<file path="src/rtl/core/pgse_pkg.sv">
// Shared constants, phase codes and the CRC-32 byte update for the PNG gray encoder.
package pgse_pkg;

  localparam int MaxDimension = 16384;
  localparam int DimW = 15;
  localparam int CountW = 14;
  localparam int RawW = 29;
  localparam logic [15:0] BlockLimit = 16'hffff;
  localparam logic [16:0] AdlerMod = 17'd65521;
  localparam logic [31:0] CrcPoly = 32'hedb88320;
  localparam logic [31:0] CrcInit = 32'hffffffff;

  localparam logic [0:0] RegWidth = 1'b0;
  localparam logic [0:0] RegHeight = 1'b1;

  typedef logic [3:0] phase_t;

  localparam phase_t PhSig   = 4'd0;
  localparam phase_t PhIhdrL = 4'd1;
  localparam phase_t PhIhdr  = 4'd2;
  localparam phase_t PhHcrc  = 4'd3;
  localparam phase_t PhIdatL = 4'd4;
  localparam phase_t PhIdat  = 4'd5;
  localparam phase_t PhFhdr  = 4'd6;
  localparam phase_t PhFilt  = 4'd7;
  localparam phase_t PhPhdr  = 4'd8;
  localparam phase_t PhPix   = 4'd9;
  localparam phase_t PhAdler = 4'd10;
  localparam phase_t PhDcrc  = 4'd11;
  localparam phase_t PhIendL = 4'd12;
  localparam phase_t PhIend  = 4'd13;
  localparam phase_t PhEcrc  = 4'd14;

  typedef struct packed {
    logic [DimW-1:0] width;
    logic [DimW-1:0] height;
    logic [RawW-1:0] raw_total;
    logic [31:0]     idat_len;
  } geom_t;

  function automatic logic [31:0] crc_byte(input logic [31:0] crc, input logic [7:0] b);
    logic [31:0] c;
    c = crc ^ {24'd0, b};
    for (int i = 0; i < 8; i++) begin
      c = (c >> 1) ^ (CrcPoly & {32{c[0]}});
    end
    return c;
  endfunction

endpackage

</file>
<file path="src/rtl/core/pgse_geom.sv">
// Frame geometry: clamped size, raw byte total and IDAT length.
module pgse_geom (
  input  logic                       clk,
  input  logic [pgse_pkg::DimW-1:0]  cfg_width,
  input  logic [pgse_pkg::DimW-1:0]  cfg_height,
  output pgse_pkg::geom_t            geom
);
  import pgse_pkg::*;

  logic [DimW-1:0] w_eff;
  logic [DimW-1:0] h_eff;
  logic [RawW-1:0] raw;
  logic [31:0]     len;
  logic [12:0]     q;
  logic [16:0]     s;
  logic [16:0]     rem;
  logic            corr;
  logic [13:0]     nblk;

  always_comb begin
    if (cfg_width < DimW'(2)) w_eff = DimW'(2);
    else if (cfg_width > DimW'(MaxDimension)) w_eff = DimW'(MaxDimension);
    else w_eff = cfg_width;
    if (cfg_height < DimW'(1)) h_eff = DimW'(1);
    else if (cfg_height > DimW'(MaxDimension)) h_eff = DimW'(MaxDimension);
    else h_eff = cfg_height;
  end

  always_ff @(posedge clk) begin
    raw <= RawW'(({15'd0, w_eff} + 30'd1) * {15'd0, h_eff});
    len <= 32'd6 + {16'd0, nblk, 2'b00} + {18'd0, nblk} + {3'd0, raw};
  end

  // ceil(raw / 65535) using 65535 = 2^16 - 1
  always_comb begin
    q    = raw[RawW-1:16];
    s    = {4'd0, q} + {1'b0, raw[15:0]};
    corr = s >= {1'b0, BlockLimit};
    rem  = corr ? s - {1'b0, BlockLimit} : s;
    nblk = {1'b0, q} + {13'd0, corr} + {13'd0, rem != 17'd0};
  end

  assign geom.width     = w_eff;
  assign geom.height    = h_eff;
  assign geom.raw_total = raw;
  assign geom.idat_len  = len;

endmodule

</file>
<file path="src/rtl/core/png_gray_stored_stream_encoder_unit.sv">
// Top level: streaming PNG encoder for 8-bit gray pixels using stored deflate blocks.
//
//   channel | dir | signals                         | content
//   s_axis  | in  | s_tvalid s_tready s_tdata[7:0]  | pixel
//   m_axis  | out | m_tvalid m_tready m_tdata[7:0]  | out_byte, tlast last_of_run,
//           |     | m_tlast m_tuser                 | tuser end_of_file
//   cfg     | in  | cfg_we cfg_index cfg_data[14:0] | 0 image_width, 1 image_height
//
// One file byte leaves per cycle, unless the output stalls, from a one-byte output register;
// a pixel releases 1 byte inside a row, 2 at a row start, 5 more at a block start, 50 for
// the first pixel and 20 more for the last. The byte sequencer sets these byte counts.
// A pixel is taken in the cycle its predecessor releases its final byte.
// Reset is synchronous and clears all control state. A stalled output holds the sequencer.
module png_gray_stored_stream_encoder_unit (
  input  logic                      clk,
  input  logic                      rst,
  input  logic                      s_tvalid,
  output logic                      s_tready,
  input  logic [7:0]                s_tdata,   // pixel[7:0]
  output logic                      m_tvalid,
  input  logic                      m_tready,
  output logic [7:0]                m_tdata,   // out_byte[7:0]
  output logic                      m_tlast,
  output logic                      m_tuser,   // end_of_file
  input  logic                      cfg_we,
  input  logic [0:0]                cfg_index,
  input  logic [pgse_pkg::DimW-1:0] cfg_data
);
  import pgse_pkg::*;

  logic [DimW-1:0]   cfg_width;
  logic [DimW-1:0]   cfg_height;
  geom_t             geom;

  logic              hold_valid;
  logic [7:0]        hold_pixel;
  phase_t            phase, phase_next, entry;
  logic [4:0]        cnt, cnt_next;
  logic [31:0]       crc, crc_next;
  logic [15:0]       adler_low, adler_low_next;
  logic [15:0]       adler_high, adler_high_next;
  logic [CountW-1:0] col, col_next;
  logic [CountW-1:0] row, row_next;
  logic [15:0]       fill, fill_next;
  logic [RawW-1:0]   rem, rem_next;
  logic              in_frame, in_frame_next;

  logic              emit, fin, eof, accept;
  logic [7:0]        byte_val;
  logic              crc_on, crc_init;
  logic [4:0]        last_cnt;
  logic              last_ph;
  logic [16:0]       al_sum, ah_sum;
  logic [15:0]       al_new;
  logic [15:0]       blen;
  logic              last_col, done;

  pgse_geom u_geom (
    .clk        (clk),
    .cfg_width  (cfg_width),
    .cfg_height (cfg_height),
    .geom       (geom)
  );

  always_ff @(posedge clk) begin
    if (rst) begin
      cfg_width  <= DimW'(2);
      cfg_height <= DimW'(1);
    end else if (cfg_we && !in_frame && !hold_valid) begin
      unique case (cfg_index)
        RegWidth:  cfg_width  <= cfg_data;
        RegHeight: cfg_height <= cfg_data;
        default: ;
      endcase
    end
  end

  assign emit     = hold_valid && (!m_tvalid || m_tready);
  assign last_col = {1'b0, col} == geom.width - DimW'(1);
  assign done     = last_col && ({1'b0, row} == geom.height - DimW'(1));
  assign blen     = (rem >= {13'd0, BlockLimit}) ? BlockLimit : rem[15:0];
  assign last_ph  = cnt == last_cnt;

  always_comb begin
    byte_val = 8'd0;
    crc_on   = 1'b1;
    crc_init = 1'b0;
    last_cnt = 5'd3;
    unique case (phase)
      PhSig: begin
        crc_on   = 1'b0;
        last_cnt = 5'd7;
        unique case (cnt[2:0])
          3'd0: byte_val = 8'h89;
          3'd1: byte_val = 8'h50;
          3'd2: byte_val = 8'h4e;
          3'd3: byte_val = 8'h47;
          3'd4: byte_val = 8'h0d;
          3'd5: byte_val = 8'h0a;
          3'd6: byte_val = 8'h1a;
          default: byte_val = 8'h0a;
        endcase
      end
      PhIhdrL: begin
        crc_on   = 1'b0;
        byte_val = (cnt == 5'd3) ? 8'd13 : 8'd0;
      end
      PhIhdr: begin
        last_cnt = 5'd16;
        crc_init = cnt == 5'd0;
        unique case (cnt)
          5'd0:  byte_val = 8'h49;
          5'd1:  byte_val = 8'h48;
          5'd2:  byte_val = 8'h44;
          5'd3:  byte_val = 8'h52;
          5'd6:  byte_val = {1'b0, geom.width[14:8]};
          5'd7:  byte_val = geom.width[7:0];
          5'd10: byte_val = {1'b0, geom.height[14:8]};
          5'd11: byte_val = geom.height[7:0];
          5'd12: byte_val = 8'd8;
          default: byte_val = 8'd0;
        endcase
      end
      PhHcrc, PhDcrc, PhEcrc: begin
        crc_on = 1'b0;
        unique case (cnt[1:0])
          2'd0: byte_val = ~crc[31:24];
          2'd1: byte_val = ~crc[23:16];
          2'd2: byte_val = ~crc[15:8];
          default: byte_val = ~crc[7:0];
        endcase
      end
      PhIdatL: begin
        crc_on = 1'b0;
        unique case (cnt[1:0])
          2'd0: byte_val = geom.idat_len[31:24];
          2'd1: byte_val = geom.idat_len[23:16];
          2'd2: byte_val = geom.idat_len[15:8];
          default: byte_val = geom.idat_len[7:0];
        endcase
      end
      PhIdat: begin
        last_cnt = 5'd5;
        crc_init = cnt == 5'd0;
        unique case (cnt[2:0])
          3'd0: byte_val = 8'h49;
          3'd1: byte_val = 8'h44;
          3'd2: byte_val = 8'h41;
          3'd3: byte_val = 8'h54;
          3'd4: byte_val = 8'h78;
          default: byte_val = 8'h01;
        endcase
      end
      PhFhdr, PhPhdr: begin
        last_cnt = 5'd4;
        unique case (cnt[2:0])
          3'd0: byte_val = {7'd0, rem <= {13'd0, BlockLimit}};
          3'd1: byte_val = blen[7:0];
          3'd2: byte_val = blen[15:8];
          3'd3: byte_val = ~blen[7:0];
          default: byte_val = ~blen[15:8];
        endcase
      end
      PhFilt: begin
        last_cnt = 5'd0;
        byte_val = 8'd0;
      end
      PhPix: begin
        last_cnt = 5'd0;
        byte_val = hold_pixel;
      end
      PhAdler: begin
        unique case (cnt[1:0])
          2'd0: byte_val = adler_high[15:8];
          2'd1: byte_val = adler_high[7:0];
          2'd2: byte_val = adler_low[15:8];
          default: byte_val = adler_low[7:0];
        endcase
      end
      PhIendL: begin
        crc_on = 1'b0;
      end
      PhIend: begin
        crc_init = cnt == 5'd0;
        unique case (cnt[1:0])
          2'd0: byte_val = 8'h49;
          2'd1: byte_val = 8'h45;
          2'd2: byte_val = 8'h4e;
          default: byte_val = 8'h44;
        endcase
      end
      default: begin
        crc_on = 1'b0;
      end
    endcase
  end

  always_comb begin
    al_sum = {1'b0, adler_low} + {9'd0, byte_val};
    al_new = (al_sum >= AdlerMod) ? 16'(al_sum - AdlerMod) : al_sum[15:0];
    ah_sum = {1'b0, adler_high} + {1'b0, al_new};
  end

  always_comb begin
    phase_next      = phase;
    cnt_next        = cnt;
    crc_next        = crc;
    adler_low_next  = adler_low;
    adler_high_next = adler_high;
    col_next        = col;
    row_next        = row;
    fill_next       = fill;
    rem_next        = rem;
    in_frame_next   = in_frame;
    fin             = 1'b0;
    eof             = 1'b0;
    if (emit) begin
      cnt_next = last_ph ? 5'd0 : cnt + 5'd1;
      if (crc_on) crc_next = crc_byte(crc_init ? CrcInit : crc, byte_val);
      if (phase == PhSig) in_frame_next = 1'b1;
      if (phase == PhIdatL) rem_next = geom.raw_total;
      if (phase == PhFilt || phase == PhPix) begin
        adler_low_next  = al_new;
        adler_high_next = (ah_sum >= AdlerMod) ? 16'(ah_sum - AdlerMod) : ah_sum[15:0];
        if (rem != '0) rem_next = rem - RawW'(1);
        fill_next = (fill + 16'd1 == BlockLimit) ? 16'd0 : fill + 16'd1;
      end
      if (phase == PhPix) begin
        if (last_col) begin
          col_next = '0;
          row_next = row + CountW'(1);
        end else begin
          col_next = col + CountW'(1);
        end
        if (done) begin
          col_next  = '0;
          row_next  = '0;
          fill_next = '0;
          rem_next  = '0;
        end else begin
          fin = 1'b1;
        end
      end
      if (phase == PhEcrc && last_ph) begin
        fin             = 1'b1;
        eof             = 1'b1;
        in_frame_next   = 1'b0;
        adler_low_next  = 16'd1;
        adler_high_next = 16'd0;
        crc_next        = CrcInit;
      end
      if (last_ph) begin
        unique case (phase)
          PhSig:   phase_next = PhIhdrL;
          PhIhdrL: phase_next = PhIhdr;
          PhIhdr:  phase_next = PhHcrc;
          PhHcrc:  phase_next = PhIdatL;
          PhIdatL: phase_next = PhIdat;
          PhIdat:  phase_next = PhFhdr;
          PhFhdr:  phase_next = PhFilt;
          PhFilt:  phase_next = (fill_next == 16'd0) ? PhPhdr : PhPix;
          PhPhdr:  phase_next = PhPix;
          PhPix:   phase_next = PhAdler;
          PhAdler: phase_next = PhDcrc;
          PhDcrc:  phase_next = PhIendL;
          PhIendL: phase_next = PhIend;
          PhIend:  phase_next = PhEcrc;
          default: phase_next = PhSig;
        endcase
      end
    end
  end

  always_comb begin
    if (!in_frame_next) entry = PhSig;
    else if (col_next == '0) entry = (fill_next == 16'd0) ? PhFhdr : PhFilt;
    else entry = (fill_next == 16'd0) ? PhPhdr : PhPix;
  end

  assign s_tready = !hold_valid || (emit && fin);
  assign accept   = s_tvalid && s_tready;

  always_ff @(posedge clk) begin
    if (rst) begin
      hold_valid <= 1'b0;
      phase      <= PhSig;
      cnt        <= '0;
      crc        <= CrcInit;
      adler_low  <= 16'd1;
      adler_high <= 16'd0;
      col        <= '0;
      row        <= '0;
      fill       <= '0;
      rem        <= '0;
      in_frame   <= 1'b0;
      m_tvalid   <= 1'b0;
    end else begin
      crc        <= crc_next;
      adler_low  <= adler_low_next;
      adler_high <= adler_high_next;
      col        <= col_next;
      row        <= row_next;
      fill       <= fill_next;
      rem        <= rem_next;
      in_frame   <= in_frame_next;
      if (accept) begin
        hold_valid <= 1'b1;
        phase      <= entry;
        cnt        <= '0;
      end else begin
        if (emit && fin) hold_valid <= 1'b0;
        phase <= phase_next;
        cnt   <= cnt_next;
      end
      if (emit) m_tvalid <= 1'b1;
      else if (m_tready) m_tvalid <= 1'b0;
    end
  end

  always_ff @(posedge clk) begin
    if (accept) hold_pixel <= s_tdata;
    if (emit) begin
      m_tdata <= byte_val;
      m_tlast <= fin;
      m_tuser <= eof;
    end
  end

endmodule

</file>
<file path="config.mk">
export PLATFORM = sky130hd
export DESIGN_NAME = png_gray_stored_stream_encoder_unit
export DESIGN_NICKNAME = d
export VERILOG_FILES = /design/src/rtl/core/pgse_pkg.sv /design/src/rtl/core/pgse_geom.sv /design/src/rtl/core/png_gray_stored_stream_encoder_unit.sv
export SDC_FILE = /design/constraint.sdc
export NUM_CORES = 2
export LEC_CHECK = 0
export BUFFER_PORTS_ARGS = -buffer_cell sky130_fd_sc_hd__buf_2
export CORE_ASPECT_RATIO = 0.75
export CORE_MARGIN = 2
export CORE_UTILIZATION = 55
export CTS_CLUSTER_DIAMETER = 200
export DETAILED_ROUTE_END_ITERATION = 10
export PLACE_DENSITY = 0.72
export SYNTH_ARGS = -nofsm -noshare
export SYNTH_HDL_FRONTEND = slang
export SYNTH_SLANG_ARGS = --single-unit
</file>
<file path="constraint.sdc">
create_clock -name clk -period 10.35 [get_ports clk]
set_clock_uncertainty 0.05 [all_clocks]
set_input_delay 2.07 -clock clk [delete_from_list [all_inputs] [get_ports clk]]
set_output_delay 2.07 -clock clk [all_outputs]
set_load 0.02 [all_outputs]
</file>
==> insert_results.sql <==
INSERT INTO impl_metrics (metric_group, metric, value, unit) VALUES
('yosys', 'yosysUniqueCellTypes', '109', ''),
('clocking', 'cts_root_buf', 'sky130_fd_sc_hd__clkbuf_16', ''),
('yosys', 'post_synth_main_area_contributors', 'sky130_fd_sc_hd__dfxtp_1 17%, sky130_fd_sc_hd__fa_1 14%, sky130_fd_sc_hd__ha_1 7.5%', ''),
('worst_setup_path', 'critical_path.max_fanout', '13', ''),
('yosys', 'postSynth.topFlopCell', 'sky130_fd_sc_hd__dfxtp_1', ''),
('grt', 'grt.total_usage', '0.346', ''),
('pwr', 'p_sw_frac', '0.396', ''),
('timing', 'maxSlewHeadroom', '0.173', ''),
('routing', 'wl_per_cell', '21.9', 'um'),
('routing', 'firstDrtPassIters', '8', ''),
('timing', 'final-setup-viol-count', '0', ''),
('timing', 'timing_max_transition_violations_final', '0', ''),
('pwr', 'net-switching-power', '1.48', 'mW'),
('grt', 'antenna_violations_before_repair', '4', ''),
('pwr', 'power', '3.73', 'mW'),
('floorplan', 'coreArea', '0.0502', 'mm^2'),
('clocking', 'clk_path_buf_depth', '3', ''),
('pwr', 'power_frac_comb', '0.401', ''),
('clocking', 'reg_clk_slew_reported_paths', '0.06', 'ns'),
('pwr', 'part_of_the_power_in_the_clock_network', '0.274', ''),
('finish', 'post_route_cells_drive_above_1_share', '0.0661', ''),
('placement', 'place_worst_setup_slack', '0.499', 'ns'),
('yosys', 'ys_warn_count', '0', ''),
('yosys', 'synth_async_sr_flop_share', '0', ''),
('placement', 'number_of_buffers_inserted_by_port_buffering', '40', ''),
('worst_setup_path', 'critical_path.n_buffers_inverters', '4', ''),
('worst_setup_path', 'cp_top_family', 'adder cells', ''),
('routing', 'detail_route.iter0.violations', '2954', ''),
('floorplan', 'chipWidth', '264', 'um'),
('yosys', 'yosysSeqAreaShare', '0.190', ''),
('clocking', 'sink_count_of_the_clock_tree', '256', ''),
('worst_setup_path', 'most_used_cell_cp', 'sky130_fd_sc_hd__fa_1', ''),
('worst_setup_path', 'critical_path.max_stage_delay', '0.89', 'ns'),
('timing', 'fin_ws', '0.605', 'ns'),
('finish', 'layout_cells_excl_fill', '4197', ''),
('floorplan', 'die-height', '199', 'um'),
('yosys', 'synthesis.area', '0.0280', 'mm^2'),
('pwr', 'seq_power_share', '0.325', ''),
('flow_run', 'drv.max_cap_violation_count', '0', ''),
('placement', 'hpwl', '71.0', 'mm'),
('timing', 'rsz0062_at_grt', 'no', ''),
('status', 'outcome', 'complete, no violations', ''),
('worst_setup_path', 'critPathLaunchType', 'register', ''),
('placement', 'gp_routability_congestion', '0.986', ''),
('finish', 'layout.core_utilization', '0.591', ''),
('clocking', 'clock_buffers_created_by_tritoncts', '28', ''),
('placement', 'place.detailed.instances', '4140', ''),
('clocking', 'tritoncts', 'built', ''),
('timing', 'timing.setup.tns', '0', 'ns'),
('yosys', 'synth.ff_latch_count', '256', ''),
('yosys', 'synth.avg_cell_area', '7.81', 'um^2'),
('worst_setup_path', 'critical_path.slowest_cell', 'sky130_fd_sc_hd__xnor2_1', ''),
('grt', 'pin_count_of_the_biggest_net_entering_global_routing', '70', ''),
('grt', 'globalRoute.totalOverflow', '0', ''),
('routing', 'final_antenna_net_count', '0', ''),
('worst_setup_path', 'critPathArrivalTime', '10.13', 'ns'),
('finish', 'design.final.nets', '3912', ''),
('timing', 'achievable-frequency', '103', 'MHz'),
('worst_setup_path', 'endpoint_kind', 'register', ''),
('grt', 'grt_first_pass_wirelength', '144', 'mm'),
('timing', 'finalWorstPathRequiredPeriod', '9.75', 'ns'),
('routing', 'detailroute.via_count', '26800', ''),
('routing', 'detail_route.wirelength.met1', '39.5', 'mm'),
('routing', 'detail_route.vias_per_cell', '6.38', ''),
('worst_setup_path', 'critPathRequiredTime', '10.74', 'ns'),
('timing', 'worst_pin_slew', '1.23', 'ns'),
('routing', 'wirelength', '91.9', 'mm'),
('routing', 'topRoutingLayerUsed', 'met5', ''),
('yosys', 'syn_inst', '3580', ''),
('routing', 'routed_wl_met2', '39.5', 'mm'),
('grt', 'first_global_vias', '25600', '');
## layout by cell type, fill, tap and decap left out, types with 18 or more instances in the layout
| master | netlist | layout |
|---|---|---|
| sky130_fd_sc_hd__nor2_1 | 409 | 409 |
| sky130_fd_sc_hd__nand2_1 | 404 | 403 |
| sky130_fd_sc_hd__inv_1 | 294 | 294 |
| sky130_fd_sc_hd__dfxtp_1 | 238 | 238 |
| sky130_fd_sc_hd__a21oi_1 | 226 | 222 |
| sky130_fd_sc_hd__fa_1 | 196 | 196 |
| sky130_fd_sc_hd__xnor2_1 | 174 | 174 |
| sky130_fd_sc_hd__ha_1 | 168 | 168 |
| sky130_fd_sc_hd__o21ai_0 | 137 | 136 |
| sky130_fd_sc_hd__nand3_1 | 102 | 101 |
| sky130_fd_sc_hd__xor2_1 | 96 | 96 |
| sky130_fd_sc_hd__nor3_1 | 88 | 87 |
| sky130_fd_sc_hd__buf_4 | 3 | 65 |
| sky130_fd_sc_hd__and3_1 | 49 | 49 |
| sky130_fd_sc_hd__buf_2 | 25 | 40 |
| sky130_fd_sc_hd__nand4_1 | 39 | 39 |
| sky130_fd_sc_hd__a31oi_1 | 37 | 37 |
| sky130_fd_sc_hd__a211oi_1 | 36 | 36 |
| sky130_fd_sc_hd__a21o_1 | 35 | 35 |
| sky130_fd_sc_hd__or3_1 | 33 | 33 |
| sky130_fd_sc_hd__nor2b_1 | 33 | 33 |
| sky130_fd_sc_hd__o22ai_1 | 32 | 32 |
| sky130_fd_sc_hd__nand2b_1 | 28 | 28 |
| sky130_fd_sc_hd__clkbuf_16 | 0 | 28 |
| sky130_fd_sc_hd__o31ai_1 | 23 | 23 |
| sky130_fd_sc_hd__nor4_1 | 22 | 22 |
| sky130_fd_sc_hd__o21a_1 | 22 | 22 |
| sky130_fd_sc_hd__and2_1 | 21 | 21 |
| sky130_fd_sc_hd__a22oi_1 | 21 | 21 |
| sky130_fd_sc_hd__o211ai_1 | 20 | 20 |
| sky130_fd_sc_hd__mux2i_1 | 18 | 18 |
| sky130_fd_sc_hd__a222oi_1 | 18 | 18 |
| sky130_fd_sc_hd__edfxtp_1 | 18 | 18 |
## metrics by stage
| stage | hold WS [ns] | area [um^2] |
|---|---|---|
| after floorplan | 0.392 | 28000 |
| after global placement | 0.426 | 28700 |
| after detailed placement | 0.444 | 28700 |
| after CTS | 0.455 | 29600 |
| after global routing | 0.472 | 29700 |
| final | 0.456 | 29700 |
## sequential cells by signal, summed over array words and instances, names as in the netlist, 4 cells and up
signal	cells
cnt	5
adler_low	16
crc	32
adler_high	16
u_geom.len	30
rem	29
cfg_height	15
m_tdata	8
hold_pixel	8
col	14
fill	16
phase	4
row	14
u_geom.raw	29
cfg_width	15
## power by group through the flow
stage / combinational [mW] / clock [mW] / sequential, mW
6_report: 1.49 / 1.02 / 1.21
5_1_grt: 1.64 / 1.07 / 1.21
4_1_cts: 1.46 / 1.03 / 1.21
3_5_place_dp: 1.45 / 0 / 1.23
3_3_place_gp: 1.43 / 0 / 1.23
2_1_floorplan: 1.13 / 0 / 1.16
## layout make-up
type	instances	area (um^2)
clock buffer	37	785
clock inverter	14	136
fill	4561	20500
inverter	300	1130
multi-input combinational	2828	20800
sequential	256	5310
tap	657	822
timing repair buffer	105	688
## repair_timing
item,4_1_cts,5_1_grt
endpoints found under the setup margin,0,21
hold buffers,0,0
buffers inserted,0,6
resized for setup,0,7
## per-layer routing
metal	vias up	global-route usage
met5	-	0
met2	1410	0.532
met3	195	0.0713
met4	2	0.105
li1	12200	-
met1	12900	0.489
## cells in the mapped netlist (33+ instances only)
cell type                  instances
sky130_fd_sc_hd__a211oi_1         36
sky130_fd_sc_hd__a21o_1           35
sky130_fd_sc_hd__a21oi_1         226
sky130_fd_sc_hd__a31oi_1          37
sky130_fd_sc_hd__and3_1           49
sky130_fd_sc_hd__clkbuf_1        172
sky130_fd_sc_hd__dfxtp_1         238
sky130_fd_sc_hd__fa_1            196
sky130_fd_sc_hd__ha_1            168
sky130_fd_sc_hd__inv_1           294
sky130_fd_sc_hd__nand2_1         404
sky130_fd_sc_hd__nand3_1         102
sky130_fd_sc_hd__nand4_1          39
sky130_fd_sc_hd__nor2_1          409
sky130_fd_sc_hd__nor2b_1          33
sky130_fd_sc_hd__nor3_1           88
sky130_fd_sc_hd__o21ai_0         137
sky130_fd_sc_hd__or3_1            33
sky130_fd_sc_hd__xnor2_1         174
sky130_fd_sc_hd__xor2_1           96
## worst min-delay path: stages (launching register included)
cell,delay (ns)
sky130_fd_sc_hd__dfxtp_1,0.34
sky130_fd_sc_hd__nand2_1,0.06
sky130_fd_sc_hd__a21oi_1,0.06
## final timing paths
path | slack, ns | startpoint | cells after the start | to
worst max-delay path | 0.60 | cfg_width[6]$_SDFFE_PP0P_ | 30 | u_geom.raw[28]$_DFF_P_
worst min-delay path | 0.46 | rem[28]$_SDFFE_PP0P_ | 2 | rem[28]$_SDFFE_PP0P_
worst max register to register | 0.60 | cfg_width[6]$_SDFFE_PP0P_ | 30 | u_geom.raw[28]$_DFF_P_
worst min register to register | 0.46 | rem[28]$_SDFFE_PP0P_ | 2 | rem[28]$_SDFFE_PP0P_
## cell families (layout without fill, tap and decap cells)
family                   Yosys count  in the layout  share of synthesized area
AO/OA/AOI/OAI                    801            801                      0.191
adder cells (fa/ha/maj)          364            364                      0.216
XOR/XNOR                         286            286                     0.0964
buffers and inverters            508            456                     0.0698
other                              2             14                   0.000269
AND/OR/NAND/NOR                 1340           1340                      0.229
flip-flops                       256            256                      0.190
multiplexers                      23             23                    0.00846
(Power assumes the default switching activity.)
